## config.mk

```make
export PLATFORM = sky130hd
export DESIGN_NAME = button_debounce_long_press
export DESIGN_NICKNAME = d
export VERILOG_FILES = /design/src/rtl/bdlp_pkg.sv /design/src/rtl/bdlp_button.sv /design/src/rtl/button_debounce_long_press.sv
export SDC_FILE = /design/constraint.sdc
export NUM_CORES = 1
export LEC_CHECK = 0
export BUFFER_PORTS_ARGS = -buffer_cell sky130_fd_sc_hd__buf_2
export CORE_ASPECT_RATIO = 0.5
export CORE_MARGIN = 1
export CORE_UTILIZATION = 50
export CTS_BUF_LIST = sky130_fd_sc_hd__clkbuf_2
export DETAILED_ROUTE_END_ITERATION = 12
export PLACE_DENSITY = 0.66
export SYNTH_ARGS = -nofsm -noshare
export SYNTH_HDL_FRONTEND = slang
export SYNTH_SLANG_ARGS = --single-unit
```

## constraint.sdc

```tcl
create_clock -name clk_i -period 12 [get_ports clk_i]
set_input_delay 0 -clock clk_i [delete_from_list [all_inputs] [get_ports clk_i]]
set_output_delay 0 -clock clk_i [all_outputs]
set_load 0.005 [all_outputs]
```

## src/rtl/bdlp_pkg.sv

```systemverilog
package bdlp_pkg;

  localparam int unsigned MaxButtons     = 4;
  localparam int unsigned NumButtonsDflt = 4;

  localparam int unsigned DbTicksW   = 8;
  localparam int unsigned HoldTicksW = 16;
  localparam int unsigned CfgDataW   = 16;
  localparam int unsigned CfgIdxW    = 1;

  // debounce compare only needs to tell "above 255"; saturate at 9 bits
  localparam int unsigned DbCntW   = 9;
  localparam int unsigned HoldCntW = 16;

  localparam logic [DbTicksW-1:0]   DbTicksRst   = 8'd30;
  localparam logic [HoldTicksW-1:0] HoldTicksRst = 16'd750;

  localparam logic [CfgIdxW-1:0] CfgDebounceIdx = 1'b0;
  localparam logic [CfgIdxW-1:0] CfgHoldIdx     = 1'b1;

  typedef enum logic [1:0] {
    CodeIdle   = 2'd0,
    CodeActive = 2'd1,
    CodeToggle = 2'd2,
    CodeMode   = 2'd3
  } code_e;

  typedef struct packed {
    code_e code;
    logic  hit;   // change accepted or mode reached this tick
  } btn_status_t;

endpackage

```

## src/rtl/bdlp_button.sv

```systemverilog
module bdlp_button (
  input  logic                                clk_i,
  input  logic                                rst_ni,
  input  logic                                step_i,
  input  logic                                pressed_i,
  input  logic [bdlp_pkg::DbTicksW-1:0]       db_ticks_i,
  input  logic [bdlp_pkg::HoldTicksW-1:0]     hold_ticks_i,
  output bdlp_pkg::btn_status_t               status_o
);

  logic                              stable_q, stable_d;
  logic                              armed_q, armed_d;
  logic [bdlp_pkg::DbCntW-1:0]       db_cnt_q, db_cnt_d;
  logic                              hold_q, hold_d;
  logic [bdlp_pkg::HoldCntW-1:0]     hold_cnt_q, hold_cnt_d;
  bdlp_pkg::code_e                   code_q, code_d;

  logic                              armed_now;
  logic [bdlp_pkg::DbCntW-1:0]       db_cnt_now;
  logic [bdlp_pkg::HoldCntW-1:0]     hold_cnt_inc;
  logic                              accept;
  logic                              mode_hit;

  always_comb begin
    db_cnt_now = db_cnt_q;
    if (armed_q && (db_cnt_q != '1)) begin
      db_cnt_now = db_cnt_q + 1'b1;
    end
    hold_cnt_inc = hold_cnt_q;
    if (hold_q && (hold_cnt_q != '1)) begin
      hold_cnt_inc = hold_cnt_q + 1'b1;
    end
    // a press arms an idle timer from zero
    armed_now = armed_q | pressed_i;
    if (pressed_i && !armed_q) begin
      db_cnt_now = '0;
    end
    accept = (pressed_i != stable_q) &&
             (!armed_now || (db_cnt_now > {1'b0, db_ticks_i}));
  end

  always_comb begin
    stable_d   = stable_q;
    armed_d    = armed_now;
    db_cnt_d   = db_cnt_now;
    hold_d     = hold_q;
    hold_cnt_d = hold_cnt_inc;
    code_d     = code_q;
    mode_hit   = 1'b0;
    if (accept) begin
      stable_d = pressed_i;
      armed_d  = 1'b0;
      db_cnt_d = '0;
    end
    if (pressed_i && accept) begin
      hold_d     = 1'b1;
      hold_cnt_d = '0;
      code_d     = bdlp_pkg::CodeActive;
    end else if (pressed_i && hold_q) begin
      if (hold_cnt_inc >= hold_ticks_i) begin
        code_d     = bdlp_pkg::CodeMode;
        hold_d     = 1'b0;
        hold_cnt_d = '0;
        mode_hit   = 1'b1;
      end
    end else if (!pressed_i && accept) begin
      code_d     = bdlp_pkg::CodeToggle;
      hold_d     = 1'b0;
      hold_cnt_d = '0;
    end else begin
      code_d = bdlp_pkg::CodeIdle;
    end
  end

  always_ff @(posedge clk_i or negedge rst_ni) begin
    if (!rst_ni) begin
      stable_q   <= 1'b0;
      armed_q    <= 1'b0;
      db_cnt_q   <= '0;
      hold_q     <= 1'b0;
      hold_cnt_q <= '0;
      code_q     <= bdlp_pkg::CodeIdle;
    end else if (step_i) begin
      stable_q   <= stable_d;
      armed_q    <= armed_d;
      db_cnt_q   <= db_cnt_d;
      hold_q     <= hold_d;
      hold_cnt_q <= hold_cnt_d;
      code_q     <= code_d;
    end
  end

  assign status_o.code = code_d;
  assign status_o.hit  = accept | mode_hit;

endmodule

```

## src/rtl/button_debounce_long_press.sv

```systemverilog
// Channel  Direction  Handshake                 Payload
// in       input      in_valid_i / in_stall_o   pin_levels_i
// out      output     out_valid_o / out_stall_i packed_codes_o, changed_o, any_pressed_o
// cfg      input      cfg_we_i                  cfg_index_i, cfg_data_i
//
// One poll per clock while the output is not stalled; a poll's result passes through the
// input register, then the per-button update into the output register.
// Reset clears all button state and loads the default debounce and hold times.
// While the output is stalled the input register keeps one more poll, then
// in_stall_o is raised.
module button_debounce_long_press #(
  parameter int unsigned NumButtons = bdlp_pkg::NumButtonsDflt
) (
  input  logic                              clk_i,
  input  logic                              rst_ni,
  input  logic                              in_valid_i,
  output logic                              in_stall_o,
  input  logic [3:0]                        pin_levels_i,
  output logic                              out_valid_o,
  input  logic                              out_stall_i,
  output logic [7:0]                        packed_codes_o,
  output logic                              changed_o,
  output logic                              any_pressed_o,
  input  logic                              cfg_we_i,
  input  logic [bdlp_pkg::CfgIdxW-1:0]      cfg_index_i,
  input  logic [bdlp_pkg::CfgDataW-1:0]     cfg_data_i
);

  logic [bdlp_pkg::DbTicksW-1:0]   db_ticks_q;
  logic [bdlp_pkg::HoldTicksW-1:0] hold_ticks_q;

  logic       s1_valid_q;
  logic [3:0] pins_q;
  logic       out_valid_q;
  logic [7:0] packed_q;
  logic       changed_q;
  logic       any_q;

  logic       in_xfer;
  logic       out_load;
  logic       step;

  logic [7:0] code_w;
  logic [3:0] hit_w;
  logic [3:0] press_w;

  assign out_load   = !out_valid_q || !out_stall_i;
  assign in_stall_o = s1_valid_q && !out_load;
  assign in_xfer    = in_valid_i && !in_stall_o;
  assign step       = s1_valid_q && out_load;

  always_ff @(posedge clk_i or negedge rst_ni) begin
    if (!rst_ni) begin
      db_ticks_q   <= bdlp_pkg::DbTicksRst;
      hold_ticks_q <= bdlp_pkg::HoldTicksRst;
    end else if (cfg_we_i) begin
      case (cfg_index_i)
        bdlp_pkg::CfgDebounceIdx: db_ticks_q   <= cfg_data_i[bdlp_pkg::DbTicksW-1:0];
        bdlp_pkg::CfgHoldIdx:     hold_ticks_q <= cfg_data_i[bdlp_pkg::HoldTicksW-1:0];
        default: ;
      endcase
    end
  end

  for (genvar b = 0; b < bdlp_pkg::MaxButtons; b++) begin : g_btn
    if (b < NumButtons) begin : g_used
      bdlp_pkg::btn_status_t st;

      bdlp_button u_button (
        .clk_i        (clk_i),
        .rst_ni       (rst_ni),
        .step_i       (step),
        .pressed_i    (!pins_q[b]),
        .db_ticks_i   (db_ticks_q),
        .hold_ticks_i (hold_ticks_q),
        .status_o     (st)
      );

      assign code_w[2*b +: 2] = st.code;
      assign hit_w[b]         = st.hit;
      assign press_w[b]       = !pins_q[b];
    end else begin : g_unused
      assign code_w[2*b +: 2] = 2'b00;
      assign hit_w[b]         = 1'b0;
      assign press_w[b]       = 1'b0;
    end
  end

  always_ff @(posedge clk_i or negedge rst_ni) begin
    if (!rst_ni) begin
      s1_valid_q  <= 1'b0;
      out_valid_q <= 1'b0;
    end else begin
      s1_valid_q <= in_xfer || (s1_valid_q && !out_load);
      if (out_load) begin
        out_valid_q <= s1_valid_q;
      end
    end
  end

  always_ff @(posedge clk_i) begin
    if (in_xfer) begin
      pins_q <= pin_levels_i;
    end
    if (step) begin
      packed_q  <= code_w;
      changed_q <= |hit_w;
      any_q     <= |press_w;
    end
  end

  assign out_valid_o    = out_valid_q;
  assign packed_codes_o = packed_q;
  assign changed_o      = changed_q;
  assign any_pressed_o  = any_q;

endmodule
```

==> results of run 1 <==
## registers in the layout, indices dropped and copies added (netlist names), 8 cells and up
| register | flops |
|---|---|
| hold_ticks_q | 16 |
| g_btn.g_used.u_button.hold_cnt_q | 64 |
| packed_codes_o | 8 |
| g_btn.g_used.u_button.code_q | 8 |
| g_btn.g_used.u_button.db_cnt_q | 36 |
| db_ticks_q | 8 |
## stage by stage
stage	area (sq um)	total power [mW]	std cells	hold WS, ps
after floorplan	11050	1.331	1193	-295.6
after global placement	11420	1.506	1484	137.7
after detailed placement	11420	1.542	1484	151.0
after CTS	12290	1.873	1578	42.72
after global routing	12300	2.020	1580	87.90
final	12300	1.866	1580	151.5
## cells by family (layout without fill, tap and decap cells)
kind of cell / Yosys count / after routing / synth area share, %
simple gates: 435 / 435 / 19.46
compound gates: 274 / 274 / 17.76
flops: 160 / 160 / 37.00
fa+ha+maj: 108 / 108 / 12.23
buf+inv: 102 / 187 / 3.873
xor+xnor: 83 / 83 / 6.580
mux: 31 / 31 / 3.103
other cells: 0 / 2 / 0
## cell type report
| cell class | count | area [sq um] |
|---|---|---|
| Fill cell | 1938 | 9384 |
| Multi-Input combinational cell | 931 | 6540 |
| Sequential cell | 160 | 4088 |
| Timing Repair Buffer | 104 | 867.1 |
| Tap cell | 300 | 375.4 |
| Inverter | 51 | 191.4 |
| Clock inverter | 15 | 145.1 |
| Clock buffer | 17 | 85.08 |
| Antenna cell | 2 | 5.005 |
## worst max-delay path: stages, from the launching register on
cell      delay [ps]
dfrtp_1          470
ha_1             220
and3_1           220
and3_1           170
ha_1             170
nor2b_1          480
nand3_1          150
nor2_1           210
nand3_1          140
xor2_1           230
nor2_1            80
ha_1             330
nand4_1           70
or2_2            290
o221ai_1         100
a31o_2           250
nor3b_4          830
a31oi_1          200
a31oi_1          200
## power by group
group / total [mW] / internal, mW / switching (mW)
logic: 0.788 / 0.325 / 0.463
clock network: 0.306 / 0.0669 / 0.239
registers: 0.773 / 0.654 / 0.119
## cell usage after synthesis (all sizes together) (11+ instances only)
library cell and count:
mux2 23, o31ai 16, a21o 11, dfrtp 135, inv 51, nand4 36, o41ai 20, nand2 139
nor2b 15, edfxtp 14, a211oi 12, a32o 18, buf 20, nor3 22, clkbuf 31, nand3 48
xnor2 32, dfstp 11, and3 22, o21ai 75, a22o 24, xor2 51, ha 108, nor2 93
nand2b 18, a21oi 33
## cell usage in the layout, fill, tap and decap left out, types with 12 or more instances in the layout
| cell | count |
|---|---|
| and3_1 | 22 |
| nand3_1 | 47 |
| xnor2_1 | 32 |
| clkbuf_2 | 17 |
| a21oi_1 | 33 |
| buf_2 | 36 |
| nand2b_1 | 18 |
| inv_1 | 50 |
| dlygate4sd3_1 | 61 |
| nor2b_1 | 15 |
| ha_1 | 108 |
| xor2_1 | 51 |
| a22o_1 | 24 |
| dfrtp_1 | 135 |
| nand2_1 | 138 |
| mux2_2 | 22 |
| a32o_1 | 18 |
| o41ai_1 | 19 |
| a211oi_1 | 12 |
| nor2_1 | 91 |
| nor3_1 | 21 |
| nand4_1 | 36 |
| o31ai_1 | 15 |
| o21ai_0 | 62 |
| edfxtp_1 | 14 |
## timing repair
action	CTS	global route
gates resized for setup	0	0
hold buffers	62	0
hold endpoints to repair	198	0
## metal layers
metal  GRT usage (%)  part of all wire, %  wire (microns)
met3           4.774                  5.2            1468
met5               0                    0               0
met1           35.77                   47           13210
met2           42.15                   46           12960
met4           9.404                  2.1             592
## how the worst max path moves through the flow
stage,start,endpoint,cells past startpoint
after floorplan,g_btn[1].g_used.u_button.db_cnt_q[0]$_DFFE_PN0P_,changed_o$_DFFE_PP_,20
after global placement,g_btn[1].g_used.u_button.db_cnt_q[0]$_DFFE_PN0P_,changed_o$_DFFE_PP_,17
after detailed placement,g_btn[1].g_used.u_button.db_cnt_q[0]$_DFFE_PN0P_,changed_o$_DFFE_PP_,17
after CTS,g_btn[0].g_used.u_button.db_cnt_q[0]$_DFFE_PN0P_,g_btn[0].g_used.u_button.hold_cnt_q[6]$_DFFE_PN0P_,18
after global routing,g_btn[0].g_used.u_button.db_cnt_q[0]$_DFFE_PN0P_,g_btn[0].g_used.u_button.hold_cnt_q[6]$_DFFE_PN0P_,18
final,g_btn[0].g_used.u_button.db_cnt_q[0]$_DFFE_PN0P_,g_btn[0].g_used.u_button.hold_cnt_q[10]$_DFFE_PN0P_,18
==> metrics.md, run 1 <==
| Metric | Value |
|---|---|
| Status | complete, no violations |
| GP Congestion | 0.8711 |
| Top cell type's share of synthesized area | 30.58% |
| Die area | 22,730 sq um |
| TritonCTS clock tree | built |
| First-pass detailed-route iteration total | 5 |
| Fmax | 204.5 MHz |
| HPWL after detailed placement | 19.56 mm |
| Chip width | 212.2 microns |
| Clock Sinks | 160 |
| Post-Syn Area per Cell | 9.261 sq um |
| Inserted Clock Buffers | 17 |
| Critical Path RT | 12,790 ps |
| Average wire per standard cell | 17.87 microns |
| Post-Route Skew | 46.18 ps |
| Cell variety after synth | 73 |
| Sequential-to-total area share from yosys stat | 37.00% |
| Max FO, Critical Path | 25 |
| Crit path DAT | 5680 ps |
| HP Class | input pin to async pin |
| CTS clk-pin slew, worst paths | 290 ps |
| Total Routed Length | 28.23 mm |
| Max Cap Viol | 0 |
| Fin Setup TNS | 0 ps |
| RR Endpoint | g_btn[0].g_used.u_button.hold_cnt_q[10]$_DFFE_PN0P_ |
| Setup repair bufs after CTS | 0 |
| Initial Utilization | 50.96% |
| FF-to-FF Start | g_btn[0].g_used.u_button.db_cnt_q[0]$_DFFE_PN0P_ |
| Worst Tran Pin Value | 974.4 ps |
| Max H-tree Level | 4 |
| Register bit total from synthesis | 160 |
| Via-per-instance ratio | 5.937 |
| Lkg Pwr | 5.718 nW |
| DRC | 0 |
| CTS root buffer | clkbuf_2 |
| Final #Nets | 1,399 |
| Syn nets | 1,327 |
| R2R setup slack | 7110 ps |
| Layout cells sized above 1 | 10.09% |
| Antenna violations before repair | 2 |
| Antenna Nets Post-Route | 0 |
| CP Capture Type | register |
| Final worst-path cycle share | 40.75% |
| Final worst setup slack | 7110 ps |
| Total global-route track usage | 26.34% |
| Grt ovf | 0 |
| Worst vdd ir | 0.06176 mV |
| Synth Cell Area | 11,050 sq um |
| Slew HR | 34.97% |
| Port Buf Inserts | 37 |
| Post-synth EDFFs | 14 |
| Area Growth Syn to Fin | 11.30% |
| Initial DRC Count | 620 |
| Post-synth top area cell | dfrtp_1 |
| Synthesis Warnings | 0 |
| Power Density | 151.7 nW/um^2 |
| Minimum clock period | 4890 ps |
| Via count | 9,381 |
| Post-layout util | 56.72% |
| Clock Path Buffers | 2 |
| Largest net degree at the start of global routing | 86 |
| Number of placement rows | 38 |
| Synth Instances | 1,193 |
| Main synth FF type | dfrtp_1 |
| Slew Viols, Final | 0 |
| Clk_lat worst skew | 880 ps |
| Final setup violation count | 0 |
| Final Hold Vio Count | 0 |
| Vias in the first global route | 9,116 |
| Synth area leaders | dfrtp_1 31%, ha_1 12%, nand2_1 4.7% |
| FF-to-FF path depth | 18 |
| CP startpoint kind | register |
| Core area | 21,680 sq um |
| Worst slack at placement | 7174 ps |
| RSZ-0062 raised after global routing | no |
| Critical path class | register to register |
| Die Y | 107.1 microns |
| Global-route wire length before repair | 46.11 mm |
| # IOs | 38 |
| Synth async-reset ratio | 91.25% |
No activity file was read; power rests on OpenSTA's default activity.
==> run 2: changes to the inputs <==
==> constraint.sdc (replaced) <==
create_clock -name clk_i -period 4.6 [get_ports clk_i]
set_input_delay 0 -clock clk_i [delete_from_list [all_inputs] [get_ports clk_i]]
set_output_delay 0 -clock clk_i [all_outputs]
set_load 0.005 [all_outputs]
==> run 2 against run 1 <==
  * Clock power rose to 2.7 times the previous value
  * Routed wire length grew 0.88%
  * Maximum frequency up 14%
  * Sequential power rose to 2.6 times the previous value
  * Global-route usage shrank 0.45 points
  * Final cell count up 0.82%
  * Highest routed layer unchanged
==> metrics.md, run 2 (synthesized netlist as in run 1, its figures left out) <==
| Metric | Value |
|---|---|
| Die Y | 107.1 microns (unchanged) |
| CTS root buffer | clkbuf_2 (unchanged) |
| Layout cells sized above 1 | 12.22% (was 10.09%) |
| Max Cap Viol | 0 (unchanged) |
| Port Buf Inserts | 37 (unchanged) |
| Inserted Clock Buffers | 17 (unchanged) |
| HPWL after detailed placement | 19.66 mm (was 19.56 mm) |
| CP Capture Type | register (unchanged) |
| Vias in the first global route | 8,959 (was 9,116) |
| Slew HR | 37.02% (was 34.97%) |
| Max FO, Critical Path | 10 (was 25) |
| TritonCTS clock tree | built (unchanged) |
| Total Routed Length | 28.48 mm (was 28.23 mm) |
| Average wire per standard cell | 17.88 microns (was 17.87 microns) |
| Clock Sinks | 160 (unchanged) |
| Critical path cell sequence | ha_1 -> nand4_1 -> o41ai_4 -> or2_2 -> nor2_2 -> and4_1 -> xnor2_1 -> inv_1 -> ha_1 -> and4_1 -> a221oi_2 -> nor2_1 -> or4_4 -> nor2_1 -> nand4b_1 (was ha_1 -> and3_1 -> and3_1 -> ha_1 -> nor2b_1 -> nand3_1 -> nor2_1 -> nand3_1 -> xor2_1 -> nor2_1 -> ha_1 -> nand4_1 -> or2_2 -> o221ai_1 -> a31o_2 -> nor3b_4 -> a31oi_1 -> a31oi_1) |
| Initial DRC Count | 593 (was 620) |
| Die area | 22,730 sq um (unchanged) |
| Biggest regs | g_btn.g_used.u_button.hold_cnt_q (64), g_btn.g_used.u_button.db_cnt_q (36), hold_ticks_q (16) (unchanged) |
| Minimum clock period | 4289 ps (was 4890 ps) |
| Total global-route track usage | 25.89% (was 26.34%) |
| Chip width | 212.2 microns (unchanged) |
| HP Class | input pin to register (was input pin to async pin) |
| Worst path top cell family by delay | simple AND/OR/NAND/NOR gates (unchanged) |
| Area Growth Syn to Fin | 12.59% (was 11.30%) |
| Final Hold Vio Count | 0 (unchanged) |
| Global-route wire length before repair | 45.61 mm (was 46.11 mm) |
| Lkg Pwr | 5.796 nW (was 5.718 nW) |
| Worst hold margin | 171.4 ps (was 151.5 ps) |
| Slowest stage delay, CP | 660 ps (was 830 ps) |
| Antenna violations before repair | 1 (was 2) |
| CTS clk-pin slew, worst paths | 280 ps (was 290 ps) |
| Power Density | 398.6 nW/um^2 (was 151.7 nW/um^2) |
| Antenna Nets Post-Route | 0 (unchanged) |
| Commonest non-fill, non-tap cell in the layout | nand2_1 (unchanged) |
| Max H-tree Level | 4 (unchanged) |
| Post-Route Skew | 43.06 ps (was 46.18 ps) |
| Clk_lat worst skew | 870 ps (was 880 ps) |
| Final #Nets | 1,414 (was 1,399) |
| Number of placement rows | 38 (unchanged) |
| Grt ovf | 0 (unchanged) |
| Biggest register | g_btn.g_used.u_button.hold_cnt_q (unchanged) |
| Most frequent cells in the layout | 138 x nand2_1, 134 x dfrtp_1, 108 x ha_1, 89 x nor2_1, 62 x o21ai_0 (was 138 x nand2_1, 135 x dfrtp_1, 108 x ha_1, 91 x nor2_1, 62 x o21ai_0) |
| Slew Viols, Final | 0 (unchanged) |
| Worst vdd ir | 0.1459 mV (was 0.06176 mV) |
| WP buf/inv | 1 (was 0) |
| Largest register FFs | 64 (unchanged) |
| # IOs | 38 (unchanged) |
| Initial Utilization | 50.96% (unchanged) |
| RSZ-0062 raised after global routing | no (unchanged) |
| Worst Tran Pin Value | 942.8 ps (was 974.4 ps) |
| First-pass detailed-route iteration total | 5 (unchanged) |
| Crit path DAT | 4960 ps (was 5680 ps) |
| Largest net degree at the start of global routing | 96 (was 86) |
| N_diodes | 0 (was 2) |
| Status | complete, no violations (unchanged) |
| Clock Path Buffers | 2 (unchanged) |
| Via-per-instance ratio | 5.913 (was 5.937) |
| Fmax | 233.2 MHz (was 204.5 MHz) |
| Critical path class | register to register (unchanged) |
| Final worst-path cycle share | 93.24% (was 40.75%) |
| Final setup violation count | 0 (unchanged) |
| DRC | 0 (unchanged) |
| CP max stage cell | or4_4 (was nor3b_4) |
| Via count | 9,420 (was 9,381) |
| Post-layout util | 57.38% (was 56.72%) |
| Critical Path RT | 5270 ps (was 12,790 ps) |
| Fin Setup TNS | 0 ps (unchanged) |
| Core area | 21,680 sq um (unchanged) |
| CP startpoint kind | register (unchanged) |
| GP Congestion | 0.9096 (was 0.8711) |
| Fill cells | 1,939 (was 1,938) |
-- run 2: timing repair --
item	CTS	global route
setup buffers	0	2
endpoints found under the hold margin	157	0
resized for setup	0	11
hold buffers	56	0
endpoints found under the setup margin	0	44
-- run 2: path summary, 6_finish.rpt --
kind / from / cells after the start / to / slack, ps
setup / recovery: g_btn[1].g_used.u_button.hold_cnt_q[0]$_DFFE_PN0P_ / 15 / changed_o$_DFFE_PP_ / 310
hold / removal: cfg_index_i / 5 / db_ticks_q[5]$_DFFE_PN0P_ / 170
setup reg to reg: g_btn[1].g_used.u_button.hold_cnt_q[0]$_DFFE_PN0P_ / 15 / changed_o$_DFFE_PP_ / 310
hold reg to reg: g_btn[2].g_used.u_button.code_q[1]$_DFFE_PN0P_ / 2 / g_btn[2].g_used.u_button.code_q[1]$_DFFE_PN0P_ / 520
max in group asynchronous: rst_ni / 4 / g_btn[1].g_used.u_button.db_cnt_q[8]$_DFFE_PN0P_ / 3770
min in group asynchronous: rst_ni / 3 / hold_ticks_q[9]$_DFFE_PN1P_ / 190
-- run 2: power breakdown --
| group | internal (mW) | switching (mW) | leakage [nW] |
|---|---|---|---|
| clock network | 0.218 | 0.602 | 0.145 |
| registers | 1.71 | 0.307 | 2.02 |
| logic | 0.902 | 1.22 | 3.63 |
| total | 2.83 | 2.13 | 5.80 |
-- run 2: worst min-delay path, stage by stage --
cell and delay, ps:
dlygate4sd3_1 530, buf_2 120, nor2b_1 180, nand2_1 120, o21ai_0 70
-- run 2: per-layer routing --
layer | vias to the layer above | wire (microns) | global-route usage (%)
li1 | 4564 | - | -
met1 | 4569 | 13600 | 36.84
met2 | 251 | 12760 | 40.07
met3 | 36 | 1645 | 5.155
met4 | 0 | 472 | 6.886
met5 | - | 0 | 0
-- run 2: cell type report --
| class | instances | area (sq um) | area share [%] |
|---|---|---|---|
| Sequential cell | 160 | 4089 | 32.87 |
| Multi-Input combinational cell | 933 | 6596 | 53.03 |
| Tap cell | 300 | 375.4 | 3.018 |
| Clock inverter | 15 | 152.6 | 1.227 |
| Inverter | 51 | 191.4 | 1.539 |
| Clock buffer | 17 | 85.08 | 0.6840 |
| Timing Repair Buffer | 117 | 949.7 | 7.634 |
-- run 2: per-stage QoR --
stage	worst slack [ps]	area, sq um	power (mW)	instances
detailed placement	73.43	11550	4.058	1501
CTS	38.33	12370	4.930	1589
finish	311.0	12440	4.959	1593
floorplan	356.5	11050	3.471	1193
global route	12.40	12440	5.347	1593
global placement	127.2	11550	3.974	1501
==> run 3: changes to the inputs <==
--- a/config.mk
+++ b/config.mk
@@ -7,11 +7,12 @@
 export LEC_CHECK = 0
 export BUFFER_PORTS_ARGS = -buffer_cell sky130_fd_sc_hd__buf_2
 export CORE_ASPECT_RATIO = 0.5
-export CORE_MARGIN = 1
-export CORE_UTILIZATION = 50
+export CORE_MARGIN = 2
+export CORE_UTILIZATION = 43
 export CTS_BUF_LIST = sky130_fd_sc_hd__clkbuf_2
 export DETAILED_ROUTE_END_ITERATION = 12
-export PLACE_DENSITY = 0.66
+export PLACE_DENSITY = 0.59
+export SETUP_SLACK_MARGIN = 0.5
 export SYNTH_ARGS = -nofsm -noshare
 export SYNTH_HDL_FRONTEND = slang
 export SYNTH_SLANG_ARGS = --single-unit
==> run 3 against run 2 <==
  * Register-to-register slack improved by 290 ps
  * Count of clock-buffer cells in the layout grew 2
  * Critical path type unchanged
  * Worst hold slack better by 6.2 ps
  * Maximum frequency rose by 7.2%
==> metrics.md, run 3 (synthesized netlist as in run 1, its figures left out) <==
| Metric | Value |
|---|---|
| HP Class | input pin to register (unchanged) |
| Most frequent cells in the layout | 136 x nand2_1, 125 x dfrtp_1, 103 x ha_1, 83 x nor2_1, 61 x o21ai_0 (was 138 x nand2_1, 134 x dfrtp_1, 108 x ha_1, 89 x nor2_1, 62 x o21ai_0) |
| DRC | 0 (unchanged) |
| Minimum clock period | 4000 ps (was 4289 ps) |
| CTS clk-pin slew, worst paths | 250 ps (was 280 ps) |
| Chip width | 230.7 microns (was 212.2 microns) |
| CP startpoint kind | register (unchanged) |
| Fin Setup TNS | 0 ps (unchanged) |
| Total Routed Length | 30.39 mm (was 28.48 mm) |
| Commonest non-fill, non-tap cell in the layout | nand2_1 (unchanged) |
| Cell Int Power | 2.998 mW (was 2.827 mW) |
| Final Hold Vio Count | 0 (unchanged) |
| Clk pwr share | 14.7% (was 16.5%) |
| Largest net degree at the start of global routing | 97 (was 96) |
| Max H-tree Level | 4 (unchanged) |
| Area Growth Syn to Fin | 19.46% (was 12.59%) |
| Placed insts | 1,544 (was 1,501) |
| Antenna Nets Post-Route | 0 (unchanged) |
| Biggest regs | g_btn.g_used.u_button.hold_cnt_q (64), g_btn.g_used.u_button.db_cnt_q (36), hold_ticks_q (16) (unchanged) |
| Fill cells | 2,297 (was 1,939) |
| Max FO, Critical Path | 5 (was 10) |
| CTS root buffer | clkbuf_2 (unchanged) |
| Port Buf Inserts | 37 (unchanged) |
| Status | complete, no violations (unchanged) |
| Worst vdd ir | 0.1389 mV (was 0.1459 mV) |
| Final #Nets | 1,458 (was 1,414) |
| Die Y | 117.3 microns (was 107.1 microns) |
| Crit path DAT | 4750 ps (was 4960 ps) |
| Via count | 9,632 (was 9,420) |
| Grt ovf | 0 (unchanged) |
| Critical Path RT | 5350 ps (was 5270 ps) |
| Average wire per standard cell | 18.08 microns (was 17.88 microns) |
| NetSw | 2.216 mW (was 2.131 mW) |
| Clock Path Buffers | 2 (unchanged) |
| Biggest register | g_btn.g_used.u_button.hold_cnt_q (unchanged) |
| Global-route wire length before repair | 47.98 mm (was 45.61 mm) |
| Number of placement rows | 41 (was 38) |
| Clock Sinks | 160 (unchanged) |
| Area of the multi-input gates | 6968 sq um (was 6596 sq um) |
| Post-layout util | 52.29% (was 57.38%) |
| # IOs | 38 (unchanged) |
| Layout cells sized above 1 | 18.85% (was 12.22%) |
| Seq pwr share | 38.8% (was 40.6%) |
| Antenna violations before repair | 0 (was 1) |
| Critical path class | register to register (unchanged) |
| Die area | 27,070 sq um (was 22,730 sq um) |
| CP Capture Type | register (unchanged) |
| Non-Filler Instances | 1,681 (was 1,593) |
| Vias in the first global route | 9,111 (was 8,959) |
| Inserted Clock Buffers | 17 (unchanged) |
| Via-per-instance ratio | 5.730 (was 5.913) |
| RSZ-0062 raised after global routing | no (unchanged) |
| Core area | 25,240 sq um (was 21,680 sq um) |
| N_diodes | 0 (unchanged) |
| Initial Utilization | 43.77% (was 50.96%) |
| Initial DRC Count | 750 (was 593) |
| Switching Share | 42.50% (was 42.98%) |
| GP Congestion | 0.8520 (was 0.9096) |
| Lkg Pwr | 6.052 nW (was 5.796 nW) |
| Comb pwr share | 46.4% (was 42.8%) |
| First-pass detailed-route iteration total | 5 (unchanged) |
| Worst Tran Pin Value | 923.2 ps (was 942.8 ps) |
| FF/Latch Area | 4100 sq um (was 4089 sq um) |
| Power Density | 395.1 nW/um^2 (was 398.6 nW/um^2) |
| Max Cap Viol | 0 (unchanged) |
| Total global-route track usage | 22.42% (was 25.89%) |
| Largest register FFs | 64 (unchanged) |
| TritonCTS clock tree | built (unchanged) |
| Final worst-path cycle share | 86.95% (was 93.24%) |
| Slew HR | 38.30% (was 37.02%) |
| Clk_lat worst skew | 840 ps (was 870 ps) |
| Final setup violation count | 0 (unchanged) |
| Post-Route Skew | 35.06 ps (was 43.06 ps) |
| Fmax | 250.0 MHz (was 233.2 MHz) |
| HPWL after detailed placement | 20.01 mm (was 19.66 mm) |
| Slew Viols, Final | 0 (unchanged) |
-- run 3: final cells by class --
class                           count  share of cell area, %
Clock buffer                       19                 0.7205
Inverter                           51                  1.451
Multi-Input combinational cell    936                  52.80
Timing Repair Buffer              158                  9.850
Clock inverter                     13                 0.8532
Sequential cell                   160                  31.07
Tap cell                          344                  3.261
-- run 3: through the flow --
step	hold slack [ps]	setup slack [ps]	cell area, sq um	power [mW]
6_report	177.6	600.5	13200	5.214
5_1_grt	92.67	421.7	13200	5.645
4_1_cts	70.65	472.6	12610	4.985
3_5_place_dp	180.5	78.49	11610	4.077
3_3_place_gp	179.6	134.9	11610	4.007
2_1_floorplan	-295.6	505.9	11060	3.482
-- run 3: worst paths after layout --
check / from / to / slack, ps / depth (start not counted)
worst max register to register: g_btn[0].g_used.u_button.hold_cnt_q[0]$_DFFE_PN0P_ / g_btn[0].g_used.u_button.hold_cnt_q[13]$_DFFE_PN0P_ / 600 / 17
min in group asynchronous: rst_ni / db_ticks_q[2]$_DFFE_PN1P_ / 260 / 3
worst min register to register: g_btn[2].g_used.u_button.code_q[1]$_DFFE_PN0P_ / g_btn[2].g_used.u_button.code_q[1]$_DFFE_PN0P_ / 530 / 2
worst min-delay path: cfg_index_i / db_ticks_q[5]$_DFFE_PN0P_ / 180 / 5
max in group asynchronous: rst_ni / g_btn[0].g_used.u_button.hold_cnt_q[4]$_DFFE_PN0P_ / 3690 / 4
worst max-delay path: g_btn[0].g_used.u_button.hold_cnt_q[0]$_DFFE_PN0P_ / g_btn[0].g_used.u_button.hold_cnt_q[13]$_DFFE_PN0P_ / 600 / 17
-- run 3: timing repair --
action / 4_1_cts / 5_1_grt
gates resized for setup: 19 / 75
buffers inserted: 6 / 34
setup endpoints to repair: 53 / 108
cloned: 3 / 2
pin swaps: 4 / 35
hold endpoints to repair: 164 / 0
hold buffers: 60 / 0
-- run 3: power groups by stage --
stage / Clock (mW) / Sequential [mW] / Combinational, mW
floorplan: 0 / 1.95 / 1.53
global placement: 0 / 2.03 / 1.98
detailed placement: 0 / 2.04 / 2.04
CTS: 0.797 / 2.01 / 2.18
global route: 0.867 / 2.07 / 2.71
finish: 0.768 / 2.02 / 2.42
-- run 3: critical path: stages (launching register included) --
cell	delay, ps
dfrtp_1	470
ha_1	200
and3_1	200
nand4_1	240
o21ai_2	270
nor2_1	110
and3_1	200
xor2_1	160
ha_1	310
nand4_1	160
a211oi_2	290
o41ai_2	160
a2111oi_4	420
buf_4	240
nor3b_4	60
buf_4	180
a31oi_1	150
o21ai_0	90
-- run 3: layer usage --
layer	GRT usage [%]	vias up	part of all wire, %
li1	-	4654	-
met1	31.80	4700	47
met2	34.47	251	46
met3	5.156	27	5.7
met4	5.726	0	1.2
met5	0	-	0
